File: config.mk
export PLATFORM = sky130hd
export DESIGN_NAME = serial_command_frame_parser
export DESIGN_NICKNAME = d
export VERILOG_FILES = /design/src/hdl/scfp_pkg.sv /design/src/hdl/scfp_ctrl.sv /design/src/hdl/scfp_dp.sv /design/src/hdl/serial_command_frame_parser.sv
export SDC_FILE = /design/constraint.sdc
export NUM_CORES = 1
export LEC_CHECK = 0
export ABC_AREA = 1
export BUFFER_PORTS_ARGS = -buffer_cell sky130_fd_sc_hd__buf_2
export CORE_UTILIZATION = 67
export CTS_CLUSTER_DIAMETER = 150
export DETAILED_ROUTE_END_ITERATION = 8
export PLACE_DENSITY = 0.85
export SLEW_MARGIN = 0
export SYNTH_ARGS = -nofsm -noshare
export SYNTH_HDL_FRONTEND = slang
export SYNTH_SLANG_ARGS = --single-unit
File: constraint.sdc
create_clock -name clk -period 9.3 [get_ports clk]
set_input_delay 0 -clock clk [delete_from_list [all_inputs] [get_ports clk]]
set_output_delay 0 -clock clk [all_outputs]
set_load 0.1 [all_outputs]
File: src/hdl/scfp_pkg.sv
// scfp_pkg: shared types, constants and byte classifiers for the frame parser
// used by scfp_ctrl, scfp_dp and serial_command_frame_parser
`default_nettype none

package scfp_pkg;

	localparam int          LINE_DEPTH_DEFAULT = 64;
	localparam logic [15:0] START_WORD_RESET   = 16'hABCD;
	localparam logic [2:0]  FRAME_LAST_POS     = 3'd7;
	localparam logic [7:0]  CHAR_CR            = 8'h0D;
	localparam logic [7:0]  CHAR_LF            = 8'h0A;
	localparam logic [7:0]  CHAR_PRINT_LO      = 8'h20;
	localparam logic [7:0]  CHAR_PRINT_HI      = 8'h7E;
	localparam logic        KIND_FRAME         = 1'b0;
	localparam logic        KIND_LINE          = 1'b1;

	typedef struct packed {
		logic capture;
		logic held;
		logic main;
		logic load_char;
		logic load_nl;
		logic load_frame;
	} scfp_cmd_t;

	typedef struct packed {
		logic held_needed;
		logic held_emit;
		logic main_emit;
		logic frame_ok;
		logic out_free;
		logic last_char;
	} scfp_status_t;

	function automatic logic is_eol(input logic [7:0] c);
		return (c == CHAR_CR) || (c == CHAR_LF);
	endfunction

	function automatic logic is_print(input logic [7:0] c);
		return (c >= CHAR_PRINT_LO) && (c <= CHAR_PRINT_HI);
	endfunction

endpackage

`default_nettype wire

File: src/hdl/scfp_ctrl.sv
// scfp_ctrl: sequencer for one received item, line emission and frame result
// depends on scfp_pkg; drives scfp_dp through command and status structs
`default_nettype none

module scfp_ctrl
	import scfp_pkg::*;
(
	input  wire logic         clk,
	input  wire logic         arst_n,
	input  wire logic         rx_valid,
	output logic              rx_stall,
	input  wire scfp_status_t st,
	output scfp_cmd_t         cmd
);

	typedef enum logic [2:0] {
		S_IDLE,
		S_CHECK,
		S_MAIN,
		S_EMIT_RD,
		S_EMIT_WR,
		S_EMIT_NL,
		S_FRAME
	} state_t;

	state_t state_q;
	state_t state_d;
	logic   resume_q;
	logic   resume_d;

	assign rx_stall = (state_q != S_IDLE);

	always_comb begin
		cmd      = '0;
		state_d  = state_q;
		resume_d = resume_q;
		unique case (state_q)
			S_IDLE: begin
				if (rx_valid) begin
					cmd.capture = 1'b1;
					state_d     = S_CHECK;
				end
			end
			S_CHECK: begin
				if (st.held_needed) begin
					cmd.held = 1'b1;
					if (st.held_emit) begin
						resume_d = 1'b1;
						state_d  = S_EMIT_RD;
					end else begin
						state_d = S_MAIN;
					end
				end else begin
					cmd.main = 1'b1;
					resume_d = 1'b0;
					if (st.main_emit) state_d = S_EMIT_RD;
					else if (st.frame_ok) state_d = S_FRAME;
					else state_d = S_IDLE;
				end
			end
			S_MAIN: begin
				cmd.main = 1'b1;
				resume_d = 1'b0;
				if (st.main_emit) state_d = S_EMIT_RD;
				else if (st.frame_ok) state_d = S_FRAME;
				else state_d = S_IDLE;
			end
			S_EMIT_RD: begin
				state_d = S_EMIT_WR;
			end
			S_EMIT_WR: begin
				if (st.out_free) begin
					cmd.load_char = 1'b1;
					state_d = st.last_char ? S_EMIT_NL : S_EMIT_RD;
				end
			end
			S_EMIT_NL: begin
				if (st.out_free) begin
					cmd.load_nl = 1'b1;
					state_d = resume_q ? S_MAIN : S_IDLE;
				end
			end
			S_FRAME: begin
				if (st.out_free) begin
					cmd.load_frame = 1'b1;
					state_d = S_IDLE;
				end
			end
			default: state_d = S_IDLE;
		endcase
	end

	always_ff @(posedge clk or negedge arst_n) begin
		if (!arst_n) begin
			state_q  <= S_IDLE;
			resume_q <= 1'b0;
		end else begin
			state_q  <= state_d;
			resume_q <= resume_d;
		end
	end

endmodule

`default_nettype wire

File: src/hdl/scfp_dp.sv
// scfp_dp: frame byte registers, debug line memory, line walk and result register
// depends on scfp_pkg; sequenced by scfp_ctrl
`default_nettype none

module scfp_dp
	import scfp_pkg::*;
#(
	parameter int LINE_DEPTH = LINE_DEPTH_DEFAULT
) (
	input  wire logic               clk,
	input  wire logic               arst_n,
	input  wire logic [7:0]         rx_byte,
	input  wire logic               cfg_write,
	input  wire logic [15:0]        cfg_data,
	input  wire scfp_cmd_t          cmd,
	output scfp_status_t            st,
	output logic                    result_valid,
	input  wire logic               result_stall,
	output logic                    result_kind,
	output logic signed [15:0]      left_command,
	output logic signed [15:0]      right_command,
	output logic [7:0]              line_char,
	output logic                    line_last
);

	localparam int AW = (LINE_DEPTH > 1) ? $clog2(LINE_DEPTH) : 1;
	localparam logic [AW-1:0] LEN_MAX = AW'(LINE_DEPTH - 1);

	logic [15:0]   start_word_q;
	logic [7:0]    byte_q;
	logic [7:0]    frame_q [8];
	logic [2:0]    pos_q;
	logic [AW-1:0] line_len_q;
	logic [AW-1:0] emit_len_q;
	logic [AW-1:0] idx_q;
	logic [7:0]    line_mem [LINE_DEPTH];
	logic [7:0]    rd_data_q;

	logic          line_en;
	logic [7:0]    line_in;
	logic          main_hunt;
	logic [15:0]   s_word;
	logic [15:0]   l_word;
	logic [15:0]   r_word;
	logic [15:0]   c_word;
	logic          load_any;

	assign s_word = {frame_q[1], frame_q[0]};
	assign l_word = {frame_q[3], frame_q[2]};
	assign r_word = {frame_q[5], frame_q[4]};
	assign c_word = {byte_q, frame_q[6]};

	assign main_hunt = (pos_q == 3'd0) && (byte_q != start_word_q[7:0]);
	assign line_en   = cmd.held || (cmd.main && main_hunt);
	assign line_in   = cmd.held ? frame_q[0] : byte_q;
	assign load_any  = cmd.load_char || cmd.load_nl || cmd.load_frame;

	always_comb begin
		st.held_needed = (pos_q == 3'd1) && (byte_q != start_word_q[15:8]);
		st.held_emit   = is_eol(frame_q[0]) && (line_len_q != '0);
		st.main_emit   = main_hunt && is_eol(byte_q) && (line_len_q != '0);
		st.frame_ok    = (pos_q == FRAME_LAST_POS) && (s_word == start_word_q)
			&& (c_word == (s_word ^ l_word ^ r_word));
		st.out_free    = !result_valid || !result_stall;
		st.last_char   = (idx_q == emit_len_q - AW'(1));
	end

	always_ff @(posedge clk or negedge arst_n) begin
		if (!arst_n) begin
			start_word_q <= START_WORD_RESET;
		end else if (cfg_write) begin
			start_word_q <= cfg_data;
		end
	end

	// frame position and line length
	always_ff @(posedge clk or negedge arst_n) begin
		if (!arst_n) begin
			pos_q      <= '0;
			line_len_q <= '0;
		end else begin
			if (cmd.held) begin
				pos_q <= '0;
			end else if (cmd.main) begin
				if (pos_q == 3'd0) begin
					if (!main_hunt) pos_q <= 3'd1;
				end else if (pos_q == FRAME_LAST_POS) begin
					pos_q <= '0;
				end else begin
					pos_q <= pos_q + 3'd1;
				end
			end
			if (line_en) begin
				if (is_eol(line_in) || !is_print(line_in)) line_len_q <= '0;
				else if (line_len_q < LEN_MAX) line_len_q <= line_len_q + AW'(1);
				else line_len_q <= '0;
			end
		end
	end

	// payload registers
	always_ff @(posedge clk) begin
		if (cmd.capture) byte_q <= rx_byte;
		if (cmd.main && !main_hunt) frame_q[pos_q] <= byte_q;
		if (line_en && is_eol(line_in) && (line_len_q != '0)) begin
			emit_len_q <= line_len_q;
			idx_q      <= '0;
		end else if (cmd.load_char) begin
			idx_q <= idx_q + AW'(1);
		end
	end

	always_ff @(posedge clk) begin
		if (line_en && !is_eol(line_in) && is_print(line_in) && (line_len_q < LEN_MAX)) begin
			line_mem[line_len_q] <= line_in;
		end
		rd_data_q <= line_mem[idx_q];
	end

	always_ff @(posedge clk or negedge arst_n) begin
		if (!arst_n) begin
			result_valid <= 1'b0;
		end else if (load_any) begin
			result_valid <= 1'b1;
		end else if (!result_stall) begin
			result_valid <= 1'b0;
		end
	end

	always_ff @(posedge clk) begin
		if (cmd.load_char) begin
			result_kind   <= KIND_LINE;
			left_command  <= '0;
			right_command <= '0;
			line_char     <= rd_data_q;
			line_last     <= 1'b0;
		end else if (cmd.load_nl) begin
			result_kind   <= KIND_LINE;
			left_command  <= '0;
			right_command <= '0;
			line_char     <= CHAR_LF;
			line_last     <= 1'b1;
		end else if (cmd.load_frame) begin
			result_kind   <= KIND_FRAME;
			left_command  <= l_word;
			right_command <= r_word;
			line_char     <= '0;
			line_last     <= 1'b0;
		end
	end

	a_len_bound: assert property (@(posedge clk) disable iff (!arst_n)
		line_len_q <= LEN_MAX)
		else $error("line length beyond capacity");

	a_frame_wrap: assert property (@(posedge clk) disable iff (!arst_n)
		(cmd.main && (pos_q == FRAME_LAST_POS)) |=> (pos_q == 3'd0))
		else $error("frame position did not wrap after last byte");

	a_load_free: assert property (@(posedge clk) disable iff (!arst_n)
		load_any |-> (st.out_free && $onehot({cmd.load_char, cmd.load_nl, cmd.load_frame})))
		else $error("result register overwritten");

	a_walk_bound: assert property (@(posedge clk) disable iff (!arst_n)
		cmd.load_char |-> (idx_q < emit_len_q))
		else $error("line walk past stored length");

endmodule

`default_nettype wire

File: src/hdl/serial_command_frame_parser.sv
// sequence: each received item is captured and then checked; a wrong second start byte
// is replayed through the main state, and a closing frame is loaded in the frame state
// a line adds a read state and a load state per character (through the single line
// memory port), then the newline; result stalls extend it
// reset: arst_n clears state machine, frame position, line length, start word
// and result valid; frame and line stores are not cleared
`default_nettype none

module serial_command_frame_parser
	import scfp_pkg::*;
#(
	parameter int LINE_DEPTH = LINE_DEPTH_DEFAULT
) (
	input  wire logic               clk,
	input  wire logic               arst_n,
	input  wire logic               cfg_write,
	input  wire logic [15:0]        cfg_data,
	input  wire logic               rx_valid,
	output logic                    rx_stall,
	input  wire logic [7:0]         rx_byte,
	output logic                    result_valid,
	input  wire logic               result_stall,
	output logic                    result_kind,
	output logic signed [15:0]      left_command,
	output logic signed [15:0]      right_command,
	output logic [7:0]              line_char,
	output logic                    line_last
);

	scfp_cmd_t    cmd;
	scfp_status_t st;

	scfp_ctrl u_ctrl (
		.clk      (clk),
		.arst_n   (arst_n),
		.rx_valid (rx_valid),
		.rx_stall (rx_stall),
		.st       (st),
		.cmd      (cmd)
	);

	scfp_dp #(
		.LINE_DEPTH (LINE_DEPTH)
	) u_dp (
		.clk           (clk),
		.arst_n        (arst_n),
		.rx_byte       (rx_byte),
		.cfg_write     (cfg_write),
		.cfg_data      (cfg_data),
		.cmd           (cmd),
		.st            (st),
		.result_valid  (result_valid),
		.result_stall  (result_stall),
		.result_kind   (result_kind),
		.left_command  (left_command),
		.right_command (right_command),
		.line_char     (line_char),
		.line_last     (line_last)
	);

endmodule

`default_nettype wire

==> flow_summary.ini <==
[clock_tree]
cts_sinks = 668
clkLatencyLatePin_ps = 600
cts_tree = yes
path_clk_slew_ps = 60
numCtsBuffers = 66
root_buffer = clkbuf_16
cts_buffer_depth = 3
post_cts.repair.setup_buffers = 0
htreeDepth = 3

[floorplanning]
rows = 74
core-area_um2 = 40800
dieWidth_um = 205
initial_core_util = 0.678
die_h_um = 205
io_pins = 73
die_area_um2 = 42100

[sta]
finalCritPeriodShare = 0.550
max_slew_margin = 0.181
fin_ws_ps = 4190
worst_clock_skew_ps = 20.2
worst_pin_slew_ps = 1220
finalSetupTns_ps = 0
max_freq_mhz = 196
rsz0062_at_grt = false
hold_viol_final = 0
slew_violations = 0
setup_violations = 0
post-route-min-period_ps = 5110

[place]
port_buffers = 72
preCtsSetupSlack_ps = 4280
hpwl_um = 45800
place_area_um2 = 28400
place_inst = 2891
place_congestion = 1.01

[power]
power.density_nw_per_um2 = 308
p_total_mw = 9.54
total_leakage_power_nw = 10.8
vdd_ir_drop_max_mv = 0.462

[worst_setup_path]
regToRegStartpoint = u_dp.pos_q[1]
path_cells = inv_1 -> ha_1 -> inv_1 -> nor2_1 -> nand3_2 -> inv_2 -> nand2_1 -> nand2_4 -> nor2_1 -> nor2_4 -> nand3_4 -> buf_4 -> nor2_1
crit_path_max_fanout = 66
cp-end-kind = flop
r2r_setup_slack_ps = 4190
path_common_cell = nor2_1
startpoint_type = flop
path_delay_family = simple AND/OR/NAND/NOR gates
crit_buf_inv = 4
ff2ff_path_depth = 13
path_class = reg -> reg
crit_path_max_incr_delay_ps = 650
worstReg2RegEnd = u_dp.line_mem[14][7]
worstPathRequired_ps = 9520
slowest_stage = nand2_4
arrival_ps = 5330

[yosys]
synthDistinctLibCells = 41
yosysWarnings = 0
synth_ff_type = edfxtp_1
syn_nets = 2435
yosysTopAreaCell = edfxtp_1
synth.cell_area_um2 = 27700
synth_cells = 2398
async_flop_share = 0.0449
synthTopCellsByArea = edfxtp_1 (64%), o21ai_0 (5.4%), nand2_1 (5.2%)
synth_area_per_cell_um2 = 11.5
ys_seq_area_frac = 0.702
synth_top_area_share = 0.640
synth_seq_cells = 668
synth-edff-count = 590

[global_route]
grt_pass1_wl_um = 115000
antenna_found_initial = 1
grt-ovfl-total = 0
grt_max_degree = 130
grt_usage = 0.374
grt_pass1_vias = 19737

[routing]
ant_nets = 0
vias = 20108
drt_iter0_drc = 2642
routed_wl_um = 77100
dr.pass1.iters = 8
drc = 0
wl_per_cell_um = 25.2
vias_per_cell = 6.56

[layout]
area_growth_pct = 12.1
drive_above_1_share = 0.105
num-fill-cells = 2371
multiInputGateArea_um2 = 7340
regArea_um2 = 19400
final_cells = 3065
final_cell_area_um2 = 31000
fin_nets = 2519

[run]
drv_cap = 0

[min_path]
hold_class = in -> async

[outcome]
outcome = finished, final reports clean
registers in the layout, indices dropped and copies added, names as in the netlist, 6 cells and up:
signal and cells:
u_dp.left_command 16, u_dp.idx_q 6, u_dp.line_len_q 6, u_dp.start_word_q 16
u_dp.right_command 16, u_dp.line_mem 512, u_dp.emit_len_q 6, u_dp.byte_q 8
u_dp.rd_data_q 8, u_dp.line_char 8, u_dp.frame_q 56
cell families (layout without fill, tap and decap cells):
group,after synthesis,in the layout,synth area share
AOI/OAI and AO/OA,496,496,0.102
xor gates and xnor gates,52,52,0.0165
adders and majority gates,8,8,0.00362
buffers and inverters,242,376,0.0361
DFF,668,668,0.702
muxes,3,3,0.00122
other,0,1,0
and+or+nand+nor,929,929,0.138
worst max-delay path by stage:
stage / slack [ps] / startpoint / cells after the start / endpoint
after floorplan: 5800 / u_dp.byte_q[2] / 13 / u_dp.line_mem[38][0]
after global placement: 4420 / u_dp.pos_q[1] / 13 / u_dp.line_mem[54][7]
after detailed placement: 4280 / u_dp.pos_q[1] / 13 / u_dp.line_mem[34][7]
after CTS: 4260 / u_dp.pos_q[1] / 13 / u_dp.line_mem[33][7]
after global routing: 3790 / u_dp.pos_q[1] / 13 / u_dp.line_mem[33][7]
final: 4190 / u_dp.pos_q[1] / 13 / u_dp.line_mem[14][7]
stage by stage:
stage / hold WS (ps) / util
2_1_floorplan: -296 / -
3_3_place_gp: 89.1 / 0.695
3_5_place_dp: 89.1 / 0.695
4_1_cts: 5.13 / 0.760
5_1_grt: 46.5 / 0.760
6_report: 30.0 / 0.760
cell usage after synthesis, types with 27 or more instances:
master and number:
edfxtp_1 590, nand2_1 385, nor2_1 376, o21ai_0 297, clkbuf_1 113, inv_1 101, o22ai_1 81, nand3_1 76
dfxtp_1 48, o221ai_1 48, a21oi_1 47, nand4_1 38, xor2_1 27
power by group:
group          switching, mW  leakage [nW]  total (mW)  internal, mW
Clock                   1.11          1.03        2.59          1.48
Sequential             0.193          6.08        3.97          3.78
Combinational           2.37          3.70        2.98         0.609
Total                   3.68          10.8        9.54          5.87
per-layer routing:
| layer | part of all wire | up-vias | track usage |
|---|---|---|---|
| met1 | 0.35 | 9540 | 0.469 |
| met3 | 0.11 | 326 | 0.0735 |
| met4 | 0.068 | 0 | 0.236 |
| li1 | - | 8678 | - |
| met5 | 0 | - | 0 |
| met2 | 0.48 | 1564 | 0.604 |
area by class of cell:
class,count,share of cell area
sequential,668,0.627
timing repair buffer,148,0.0344
clock inverter,28,0.00625
tap,532,0.0215
inverter,110,0.0135
multi-input combinational,1488,0.237
antenna,1,0.0000806
clock buffer,90,0.0608
repair_timing:
item	4_1_cts	5_1_grt
endpoints found under the hold margin	67	0
resized for setup	0	0
hold buffers	55	0
cells in the final DEF, fill, tap and decap left out, types with 15 or more instances in the layout:
cell           synthesis  final
a21oi_1               47     47
buf_2                  5     72
buf_4                  0     21
clkbuf_1             113     15
clkbuf_16              0     71
clkinv_2               0     16
dfrtp_1               20     20
dfxtp_1               48     45
dlygate4sd3_1          0     55
edfxtp_1             590    590
inv_1                101     97
nand2_1              385    380
nand3_1               76     76
nand4_1               38     38
nor2_1               376    374
nor2_2                20     22
o211ai_1              17     17
o21ai_0              297    297
o221ai_1              48     48
o22ai_1               81     81
xnor2_1               25     25
xor2_1                27     27
(Power assumes the default switching activity.)
